File: src/design/pclut_pkg.sv
// shared types and constants for the palette color lookup table
package pclut_pkg;

   localparam int ENTRIES = 256;
   localparam int ADDR_W = $clog2(ENTRIES);
   localparam int PTR_W = 9;
   localparam int RGB_W = 24;
   localparam int CSR_INDEX_W = 1;
   localparam int CSR_DATA_W = 1;

   localparam logic [PTR_W-1:0] RUN_MAX = PTR_W'(256);
   localparam logic [PTR_W-1:0] PTR_MAX = PTR_W'(256);
   localparam logic [PTR_W-1:0] ENTRY_LIMIT = PTR_W'(ENTRIES);

   localparam logic [14:0] LUMA_R = 15'h4ccc;
   localparam logic [15:0] LUMA_G = 16'h970a;
   localparam logic [12:0] LUMA_B = 13'h1c29;

   localparam logic [7:0] MID_GRAY = 8'd127;
   localparam logic [RGB_W-1:0] MID_GRAY_RGB = {MID_GRAY, MID_GRAY, MID_GRAY};

   localparam logic [CSR_INDEX_W-1:0] REG_LUMINANCE_MAP = 1'b0;
   localparam logic [CSR_INDEX_W-1:0] REG_DIRECT_COLOUR = 1'b1;

   typedef enum logic [1:0] {
      MODE_SEQ    = 2'd0,
      MODE_IDX    = 2'd1,
      MODE_LOOKUP = 2'd2,
      MODE_NONE   = 2'd3
   } mode_type;

   typedef enum logic [1:0] {
      STATUS_OK      = 2'd0,
      STATUS_REFUSED = 2'd1,
      STATUS_RANGE   = 2'd2
   } status_type;

   typedef enum logic [1:0] {
      OP_LOOKUP = 2'd0,
      OP_WRITE  = 2'd1,
      OP_FAIL   = 2'd2
   } op_kind_type;

   typedef struct packed {
      logic [1:0]  mode;
      logic        first;
      logic [7:0]  index;
      logic [15:0] red_in;
      logic [15:0] green_in;
      logic [15:0] blue_in;
   } req_type;

   typedef struct packed {
      logic [1:0] status;
      logic [7:0] red_out;
      logic [7:0] green_out;
      logic [7:0] blue_out;
   } rsp_type;

   typedef struct packed {
      logic        has_result;
      op_kind_type kind;
      status_type  status;
      logic [ADDR_W-1:0] addr;
   } op_type;

   typedef struct packed {
      logic              en;
      logic [ADDR_W-1:0] addr;
      logic [RGB_W-1:0]  data;
   } mem_wr_type;

endpackage

File: src/design/pclut_ctrl.sv
// item decode with write pointer and run length tracking
module pclut_ctrl (
   input  logic                clock,
   input  logic                reset,
   input  logic                accept,
   input  pclut_pkg::req_type  req,
   input  logic                direct_colour,
   output pclut_pkg::op_type   op
);

   logic [pclut_pkg::PTR_W-1:0] ptr_ff, ptr_in;
   logic [pclut_pkg::PTR_W-1:0] run_ff, run_in;
   logic [pclut_pkg::PTR_W-1:0] ptr_cur, run_cur, target, idx_wide;
   pclut_pkg::mode_type mode;

   always_ff @(posedge clock) begin
      if (reset) begin
         ptr_ff <= '0;
         run_ff <= '0;
      end else if (accept) begin
         ptr_ff <= ptr_in;
         run_ff <= run_in;
      end
   end

   always_comb begin
      mode = pclut_pkg::mode_type'(req.mode);
      idx_wide = pclut_pkg::PTR_W'(req.index);
      ptr_in = ptr_ff;
      run_in = run_ff;
      ptr_cur = ptr_ff;
      run_cur = run_ff;
      target = idx_wide;
      op.has_result = 1'b0;
      op.kind = pclut_pkg::OP_FAIL;
      op.status = pclut_pkg::STATUS_RANGE;
      op.addr = idx_wide[pclut_pkg::ADDR_W-1:0];
      case (mode)
         pclut_pkg::MODE_LOOKUP: begin
            op.has_result = 1'b1;
            if (idx_wide < pclut_pkg::ENTRY_LIMIT) begin
               op.kind = pclut_pkg::OP_LOOKUP;
               op.status = pclut_pkg::STATUS_OK;
            end
         end
         pclut_pkg::MODE_SEQ, pclut_pkg::MODE_IDX: begin
            op.has_result = 1'b1;
            if (direct_colour) begin
               op.status = pclut_pkg::STATUS_REFUSED;
            end else begin
               run_cur = req.first ? '0 : run_ff;
               ptr_cur = (req.first && mode == pclut_pkg::MODE_SEQ) ? idx_wide : ptr_ff;
               target = (mode == pclut_pkg::MODE_SEQ) ? ptr_cur : idx_wide;
               run_in = run_cur;
               ptr_in = ptr_cur;
               op.addr = target[pclut_pkg::ADDR_W-1:0];
               if (run_cur < pclut_pkg::RUN_MAX && target < pclut_pkg::ENTRY_LIMIT) begin
                  op.kind = pclut_pkg::OP_WRITE;
                  op.status = pclut_pkg::STATUS_OK;
                  run_in = run_cur + 1'b1;
                  if (mode == pclut_pkg::MODE_SEQ && ptr_cur < pclut_pkg::PTR_MAX) begin
                     ptr_in = ptr_cur + 1'b1;
                  end
               end
            end
         end
         default: begin
            op.has_result = 1'b0;
         end
      endcase
   end

endmodule

File: config.mk
export PLATFORM = sky130hd
export DESIGN_NAME = pclut_ctrl
export DESIGN_NICKNAME = d
export VERILOG_FILES = /design/src/design/pclut_pkg.sv /design/src/design/pclut_ctrl.sv
export SDC_FILE = /design/constraint.sdc
export NUM_CORES = 1
export LEC_CHECK = 0
export BUFFER_PORTS_ARGS = -buffer_cell sky130_fd_sc_hd__buf_4
export CORE_ASPECT_RATIO = 1.4
export CORE_UTILIZATION = 45
export DETAILED_ROUTE_END_ITERATION = 8
export PLACE_DENSITY_LB_ADDON = 0.25
export SETUP_SLACK_MARGIN = 0.2
export SYNTH_ARGS = -nofsm -noshare
export SYNTH_HDL_FRONTEND = slang
export SYNTH_SLANG_ARGS = --single-unit
File: constraint.sdc
create_clock -name clock -period 2.59 [get_ports clock]
set_input_delay 0.3885 -clock clock [delete_from_list [all_inputs] [get_ports clock]]
set_output_delay 0.3885 -clock clock [all_outputs]
set_load 0.005 [all_outputs]
Word-level counts from Yosys, hierarchy flattened. Index checks and enable logic that the tools add are counted.

Register bits after elaboration: 18. Bits of input ports: 63. Logic and storage cells: 30.

Add/sub/neg operators: 2. Order comparisons: 3. Eq/ne operators: 2. Mux-type cells: 13. Bitwise operators: 1. Reduce and logical (&&, ||, !) cells: 7.

Operators with widths (number): $mux W9 (6); $lt A9 B9 Y1 const B (3); $add A9 B1 Y9 const B (2); $mux W8 (2); $pmux W4 S2 (1); $mux W2 (2); $mux W4 (1); $logic_and A1 B1 Y1 (3); $reduce_and A3 Y1 (1); $reduce_or A3 Y1 (1); $eq A2 B1 Y1 const B (1); $eq A2 B2 Y1 const B (1); $logic_not A2 Y1 (1); $reduce_or A2 Y1 (1); $mux W1 (1); $not A1 Y1 (1).

Logic depth before layout (Yosys ltp). Gate-level depths: netlist of run 1.

Depth after elaboration: 9. Gate-level depth with buffers: 10. Mapped depth without buffers: 8.

Worst setup path after synthesis of run 1. OpenSTA, ideal clock, no wires.

Path kind: in2reg. Start: in req[57] in the netlist's numbering. End: reg ptr_ff[6] in the netlist's numbering. Arrival: 1.983 ns. Required time: 2.498 ns. Setup slack: 0.515 ns. Cell stages on the path: 10. Path buffers: 2. Cells stage by stage: buf_6 -> or3b_1 -> buf_6 -> nand2_1 -> nand2_1 -> ha_1 -> o2111ai_1 -> a21oi_1 -> mux2_2 -> o32ai_1.

Word-level cells in the longest chain between the ends: 7. Elaborated cells between the ends (all ways): 14.

Ends and longest elaborated chain: from (decl) (RTL line pclut_ctrl.sv:6) `input pclut_pkg::req_type req,`; $logic_not A2 Y1; $logic_and A1 B1 Y1 (RTL line pclut_ctrl.sv:52) `ptr_cur = (req.first && mode == pclut_pkg::MODE_SEQ) ? idx_wide : ptr_ff;`; $mux W9 (RTL line pclut_ctrl.sv:52); $lt A9 B9 Y1 / $mux W9 (equally long branches) (RTL line pclut_ctrl.sv:61, pclut_ctrl.sv:53); $logic_and A1 B1 Y1 / $lt A9 B9 Y1 (equally long branches) (RTL line pclut_ctrl.sv:61, pclut_ctrl.sv:57); $mux W9 / $logic_and A1 B1 Y1 (equally long branches) (RTL line pclut_ctrl.sv:61, pclut_ctrl.sv:57); $mux W9 (RTL line pclut_ctrl.sv:57) `if (run_cur < pclut_pkg::RUN_MAX && target < pclut_pkg::ENTRY_LIMIT) begin`; to (signal assigned) (RTL line pclut_ctrl.sv:21) `ptr_ff <= ptr_in;`; to (decl) (RTL line pclut_ctrl.sv:11) `logic [pclut_pkg::PTR_W-1:0] ptr_ff, ptr_in;`.

Parallel ways exist; a longest one is shown, timed or not. A chain may end at the register's enable or synchronous reset.

==> results.ini, run 1 <==
[status]
status=finished clean

[setup_path]
start_kind=flop
cp-end-kind=output port
required_ns=2.20
r2r_start=ptr_ff[0]$_SDFFE_PP0P_
cp.depth=5
endpoint=op[11]
cp-startpoint=ptr_ff[8]$_SDFFE_PP0P_
path_buf_inv=1
critical-path-slowest-cell=dfxtp_1
r2r-end=ptr_ff[6]$_SDFFE_PP0P_
slowest_delay_ns=0.42
crit_family=simple AND/OR/NAND/NOR gates
crit_chain=or3b_4 -> a21o_1 -> nor2b_1 -> o21ai_0 -> buf_4
path_class=reg -> out
r2r_cells=7
crit_arrival_ns=1.86
crit_path_max_fanout=11
rrSetupSlack_ns=0.81

[global_routing]
antenna_found_initial=0
grt_pass1_vias=1405
grt_max_degree=26
grt_pass1_wl_um=6000
grt_usage_pct=23.6
grt_remaining_overflow=0

[clock_network]
cts_hold_buf=0
cts_tree=done
cts_resized=0
numCtsBuffers=3
ctsHtreeMaxLevel=1
clock_latency_ns=0.26
root_buffer=clkbuf_8
postCtsSetupRepairBufs=0
cts.sinks=18
cts_buffer_depth=2
clkTransAtPathRegs_ns=0.07

[yosys]
synth_edf_count=0
synth_ff_type=dfxtp_1
synth_compound_area_share_pct=16.2
avgSynthCellArea_um2=7.59
synth-simple-area-share_pct=36.7
synthAdderAreaFrac_pct=1.80
synth_top_family_by_area=simple AND/OR/NAND/NOR gates
syn_inst=183
yosysSeqAreaShare_pct=25.9
synth_area_leaders=dfxtp_1 26%, nand2_1 7.8%, mux2_2 6.5%
syn_nets=248
yosys_warnings=0
synthTopCellsByCount=29 x nand2_1, 18 x dfxtp_1, 16 x nor2_1, 15 x a21oi_1, 12 x nand3_1
synth-seq-cells=18
synthMostInstantiatedCell=nand2_1
synthesis.area_um2=1390
yosys.area.top_type=dfxtp_1
synth_top_area_share_pct=25.9
synth_async_sr_flop_share_pct=0
synth-xor-area-share_pct=3.15
synth_cell_types=45
muxShareOfSynthArea_pct=10.1

[timing]
slew_headroom_pct=62.8
fmax_mhz=445
hold_viol_final=0
fin_skew_ns=0.00318
slew_violations=0
setup_violations=0
worstMarginPinSlew_ns=0.558
fin_crit_ns=2.25
timing.final.crit_share_pct=86.7
rsz0062_at_grt=no
final.setup.tns_ns=0

[die]
fp.dieArea_um2=3320
die_y_um=67.7
num_rows=23
fp.dieW_um=49.0
start_util_pct=47.8
ios=76
core_um2=2910

[power]
power.leakage_nw=0.579
p_per_area_nw_per_um2=384
ir_drop_mv=0.292

[place]
gp_congestion=0.838
dp_hpwl_um=2730
placed_cell_area_um2=1590
port_buffers=27

[layout]
areaGrowthSynthToFinish_pct=18.7
fillerInstances=259
diodes=0
fin_nets=272
drive_above_1_share_pct=23.8
stdcell_area_um2=1650

[flow_run]
maxCapViolations=0

[min_path]
hold_class=in -> reg

[route]
highest_layer=met4
wl_met2_um=1920
dr_total_vias=1431
wire_per_inst_um=14.9
postRouteWirelength_um=3620
drc=0
drt_iter0_drc=42
wl_met3_um=108
drt-vias-per-instance=5.89
ant_nets=0
firstDrtPassIters=4
wl_met1_um=1480

per-layer routing:
metal | vias up | GRT usage (%)
met5 | - | 0
met4 | 0 | 16.9
met3 | 10 | 2.93
met2 | 39 | 44.6
met1 | 670 | 24.1
li1 | 712 | -
power breakdown:
group / internal (W) / leakage (nW) / switching, W
sequential: 0.000279 / 0.145 / 0.00000297
clock: 0.000135 / 0.0288 / 0.000102
combinational: 0.0000559 / 0.405 / 0.0000587
total: 0.000470 / 0.579 / 0.000164
stage by stage:
step / hold slack, ns / instances / utilization (%) / worst slack [ns] / total power [W]
2_1_floorplan: 0.463 / 183 / - / 0.515 / 0.000351
3_3_place_gp: 0.476 / 239 / 54.8 / 0.294 / 0.000399
3_5_place_dp: 0.489 / 239 / 54.8 / 0.254 / 0.000402
4_1_cts: 0.456 / 243 / 56.7 / 0.350 / 0.000639
5_1_grt: 0.476 / 243 / 56.7 / 0.224 / 0.000659
6_report: 0.459 / 243 / 56.7 / 0.345 / 0.000634
worst min path at each step:
stage                           startpoint                endpoint  slack (ns)  depth (start not counted)
detailed placement  run_ff[1]$_SDFFE_PP0P_  run_ff[1]$_SDFFE_PP0P_        0.49                          2
CTS                                  reset  ptr_ff[4]$_SDFFE_PP0P_        0.46                          2
floorplan           ptr_ff[0]$_SDFFE_PP0P_  ptr_ff[0]$_SDFFE_PP0P_        0.46                          2
global route                         reset  run_ff[5]$_SDFFE_PP0P_        0.48                          2
global placement    run_ff[4]$_SDFFE_PP0P_  run_ff[4]$_SDFFE_PP0P_        0.48                          2
finish                               reset  run_ff[1]$_SDFFE_PP0P_        0.46                          2
logic make-up after synthesis:
logic type | count (synthesis)
DFF | 18
xor gates and xnor gates | 5
and+or+nand+nor | 94
buffers and inverters | 14
AOI/OAI and AO/OA | 37
muxes | 13
adders and majority gates | 2
cells in the final DEF (no fill, tap or decap), types with 2 or more instances in the layout:
cell and n:
a21oi_1 15, dfxtp_1 18, nand3_1 12, nand3b_1 3, or3b_1 2, clkbuf_8 4, nand2_1 29, and2_1 2
nor3b_1 3, o21ai_0 9, nand2b_1 2, ha_1 2, nor3_1 2, or4_1 3, mux2_2 8, nor2b_1 5
buf_4 32, nor2_1 16, mux2i_1 5, nand4_1 4, a31oi_1 3, xor2_1 5, nor4_1 3
state kept, by name (all words and copies together), names as in the netlist:
name / flops
ptr_ff: 9
run_ff: 9
worst register-to-register path: cells and delay by family, from the launching register on:
kind	cells	cell delay (ns)
flip-flops	1	0.37
AND/OR/NAND/NOR	2	0.15
AO/OA/AOI/OAI	3	0.57
multiplexers	1	0.36
adder cells (fa/ha/maj)	1	0.24
layout make-up:
class	instances	area [um^2]	area share, %
inverters	1	3.75	0.228
repair buffers	32	240	14.6
multi-input cells	151	943	57.2
well taps	37	46.3	2.81
flip-flops and latches	18	360	21.9
clock buffers	4	55.1	3.34
Power figures use the tool's default switching activity.
==> inputs of run 2 (changes only) <==
--- a/config.mk
+++ b/config.mk
@@ -9,7 +9,7 @@
 export CORE_ASPECT_RATIO = 1.4
 export CORE_UTILIZATION = 45
 export DETAILED_ROUTE_END_ITERATION = 8
-export PLACE_DENSITY_LB_ADDON = 0.25
+export PLACE_DENSITY = 0.9
 export SETUP_SLACK_MARGIN = 0.2
 export SYNTH_ARGS = -nofsm -noshare
 export SYNTH_HDL_FRONTEND = slang
==> results.ini, run 2 (same netlist as run 1, synthesis figures left out) <==
[min_path]
holdPathStages=2  ; unchanged
hold_class=in -> reg

[setup_path]
path_buf_inv=1  ; unchanged
cp-end-kind=output port
slowest_delay_ns=0.42  ; about the same
crit_chain=or3b_4 -> a21o_1 -> nor2b_1 -> o21ai_0 -> buf_4
path_class=reg -> out
critical-path-slowest-cell=dfxtp_1
crit_family=simple AND/OR/NAND/NOR gates
cp.depth=5  ; unchanged
start_kind=flop
crit_path_max_fanout=11  ; unchanged
r2r_cells=7  ; unchanged
crit_arrival_ns=1.84  ; -0.02 ns
required_ns=2.20  ; about the same

[timing]
hold_slack_ns=0.461  ; +0.00163 ns
fin_skew_ns=0.00849  ; +0.00531 ns
rsz0062_at_grt=no
worstMarginPinSlew_ns=0.525  ; -0.0334 ns
final.setup.tns_ns=0  ; unchanged
hold_viol_final=0  ; unchanged
fmax_mhz=448  ; +0.66%
setup_violations=0  ; unchanged
slew_headroom_pct=65.0  ; +2.2 points
slew_violations=0  ; unchanged
fin_crit_ns=2.23  ; -0.0147 ns
timing.final.crit_share_pct=86.1  ; -0.57 points

[route]
dr_total_vias=1419  ; -0.84%
drt-vias-per-instance=5.82  ; -1.2%
ant_nets=0  ; unchanged
postRouteWirelength_um=3330  ; -8.1%
firstDrtPassIters=4  ; unchanged
drt_iter0_drc=32  ; -24%
wire_per_inst_um=13.6  ; -8.5%
drc=0  ; unchanged

[global_routing]
grt_pass1_vias=1263  ; -10%
grt_max_degree=23  ; -12%
grt_remaining_overflow=0  ; unchanged
antenna_found_initial=0  ; unchanged
grt_pass1_wl_um=5510  ; -8.3%
grt_usage_pct=21.5  ; -2.1 points

[die]
num_rows=23  ; unchanged
start_util_pct=47.8  ; unchanged
core_um2=2910  ; unchanged
fp.dieArea_um2=3320  ; unchanged
fp.dieW_um=49.0  ; unchanged
die_y_um=67.7  ; unchanged
ios=76  ; unchanged

[power]
total_power_w=0.000628  ; -1.0%
power.switching_w=0.000156  ; -4.5%
p_int_w=0.000471  ; +0.19%
power_frac_clock_pct=36.9  ; -0.5 points
comb_power_share_pct=18.1  ; about the same
switching_share_pct=24.9  ; -0.90 points
p_seq_share_pct=45.0  ; +0.5 points
p_per_area_nw_per_um2=379  ; -1.5%
power.leakage_nw=0.584  ; +0.83%
ir_drop_mv=0.220  ; -24%

[layout]
stdcell_area_um2=1660  ; +0.46%
fin_nets=273  ; +0.37%
fillerInstances=282  ; +8.9%
drive_above_1_share_pct=24.2  ; +0.37 points
diodes=0  ; unchanged
final_util_pct=57.0  ; +0.26 points
final_cell_mix=33 x buf_4, 29 x nand2_1, 18 x dfxtp_1, 16 x nor2_1, 15 x a21oi_1
reg_top3=ptr_ff (9), run_ff (9)
areaGrowthSynthToFinish_pct=19.3
layout_commonest_cell=buf_4

[clock_network]
clock_latency_ns=0.26  ; about the same
clkTransAtPathRegs_ns=0.07  ; about the same
cts_tree=done
cts.sinks=18  ; unchanged
cts_buffer_depth=2  ; unchanged
cts_resized=0  ; unchanged
numCtsBuffers=3  ; unchanged
ctsHtreeMaxLevel=1  ; unchanged
postCtsSetupRepairBufs=0  ; unchanged
cts_hold_buf=0  ; unchanged
root_buffer=clkbuf_8

[status]
status=finished clean

[place]
port_buffers=27  ; unchanged
gp_congestion=0.872  ; +4.1%
placed_cell_area_um2=1600  ; +0.47%
dp_hpwl_um=2410  ; -12%

[flow_run]
maxCapViolations=0  ; unchanged

## run 2: cell types whose count changed in the layout (fill, tap and decap cells not counted), sizes merged
cell  previous run  this run
buf             32        33
## run 2: per-layer routing
| layer | share of wire, % | track usage [%] |
|---|---|---|
| met5 | 0 | 0 |
| met4 | 3.3 | 12.9 |
| met3 | 3.2 | 2.25 |
| met2 | 51 | 38.5 |
| met1 | 42 | 24.8 |
## run 2: power groups by stage
stage	clock network [W]	logic, W	registers, W
global placement	0	0.000111	0.000288
floorplan	0	0.0000632	0.000288
detailed placement	0	0.000114	0.000289
finish	0.000232	0.000114	0.000282
global route	0.000247	0.000126	0.000283
CTS	0.000235	0.000114	0.000282
## run 2: final timing paths
path | end | startpoint | slack [ns]
max | op[11] | ptr_ff[8]$_SDFFE_PP0P_ | 0.36
min | ptr_ff[0]$_SDFFE_PP0P_ | reset | 0.46
max reg2reg | ptr_ff[6]$_SDFFE_PP0P_ | ptr_ff[1]$_SDFFE_PP0P_ | 0.72
min reg2reg | ptr_ff[4]$_SDFFE_PP0P_ | ptr_ff[4]$_SDFFE_PP0P_ | 0.50
## run 2: cell type report
type | count | area [um^2] | area share (%)
multi-input cells | 151 | 943 | 56.9
flip-flops and latches | 18 | 360 | 21.8
repair buffers | 33 | 248 | 15.0
clock buffers | 4 | 55.1 | 3.32
well taps | 37 | 46.3 | 2.79
inverters | 1 | 3.75 | 0.227
## run 2: through the flow
| stage | worst slack, ns | instances |
|---|---|---|
| 5_1_grt | 0.286 | 244 |
| 6_report | 0.359 | 244 |
| 3_3_place_gp | 0.379 | 240 |
| 4_1_cts | 0.354 | 244 |
| 3_5_place_dp | 0.299 | 240 |
| 2_1_floorplan | 0.515 | 183 |
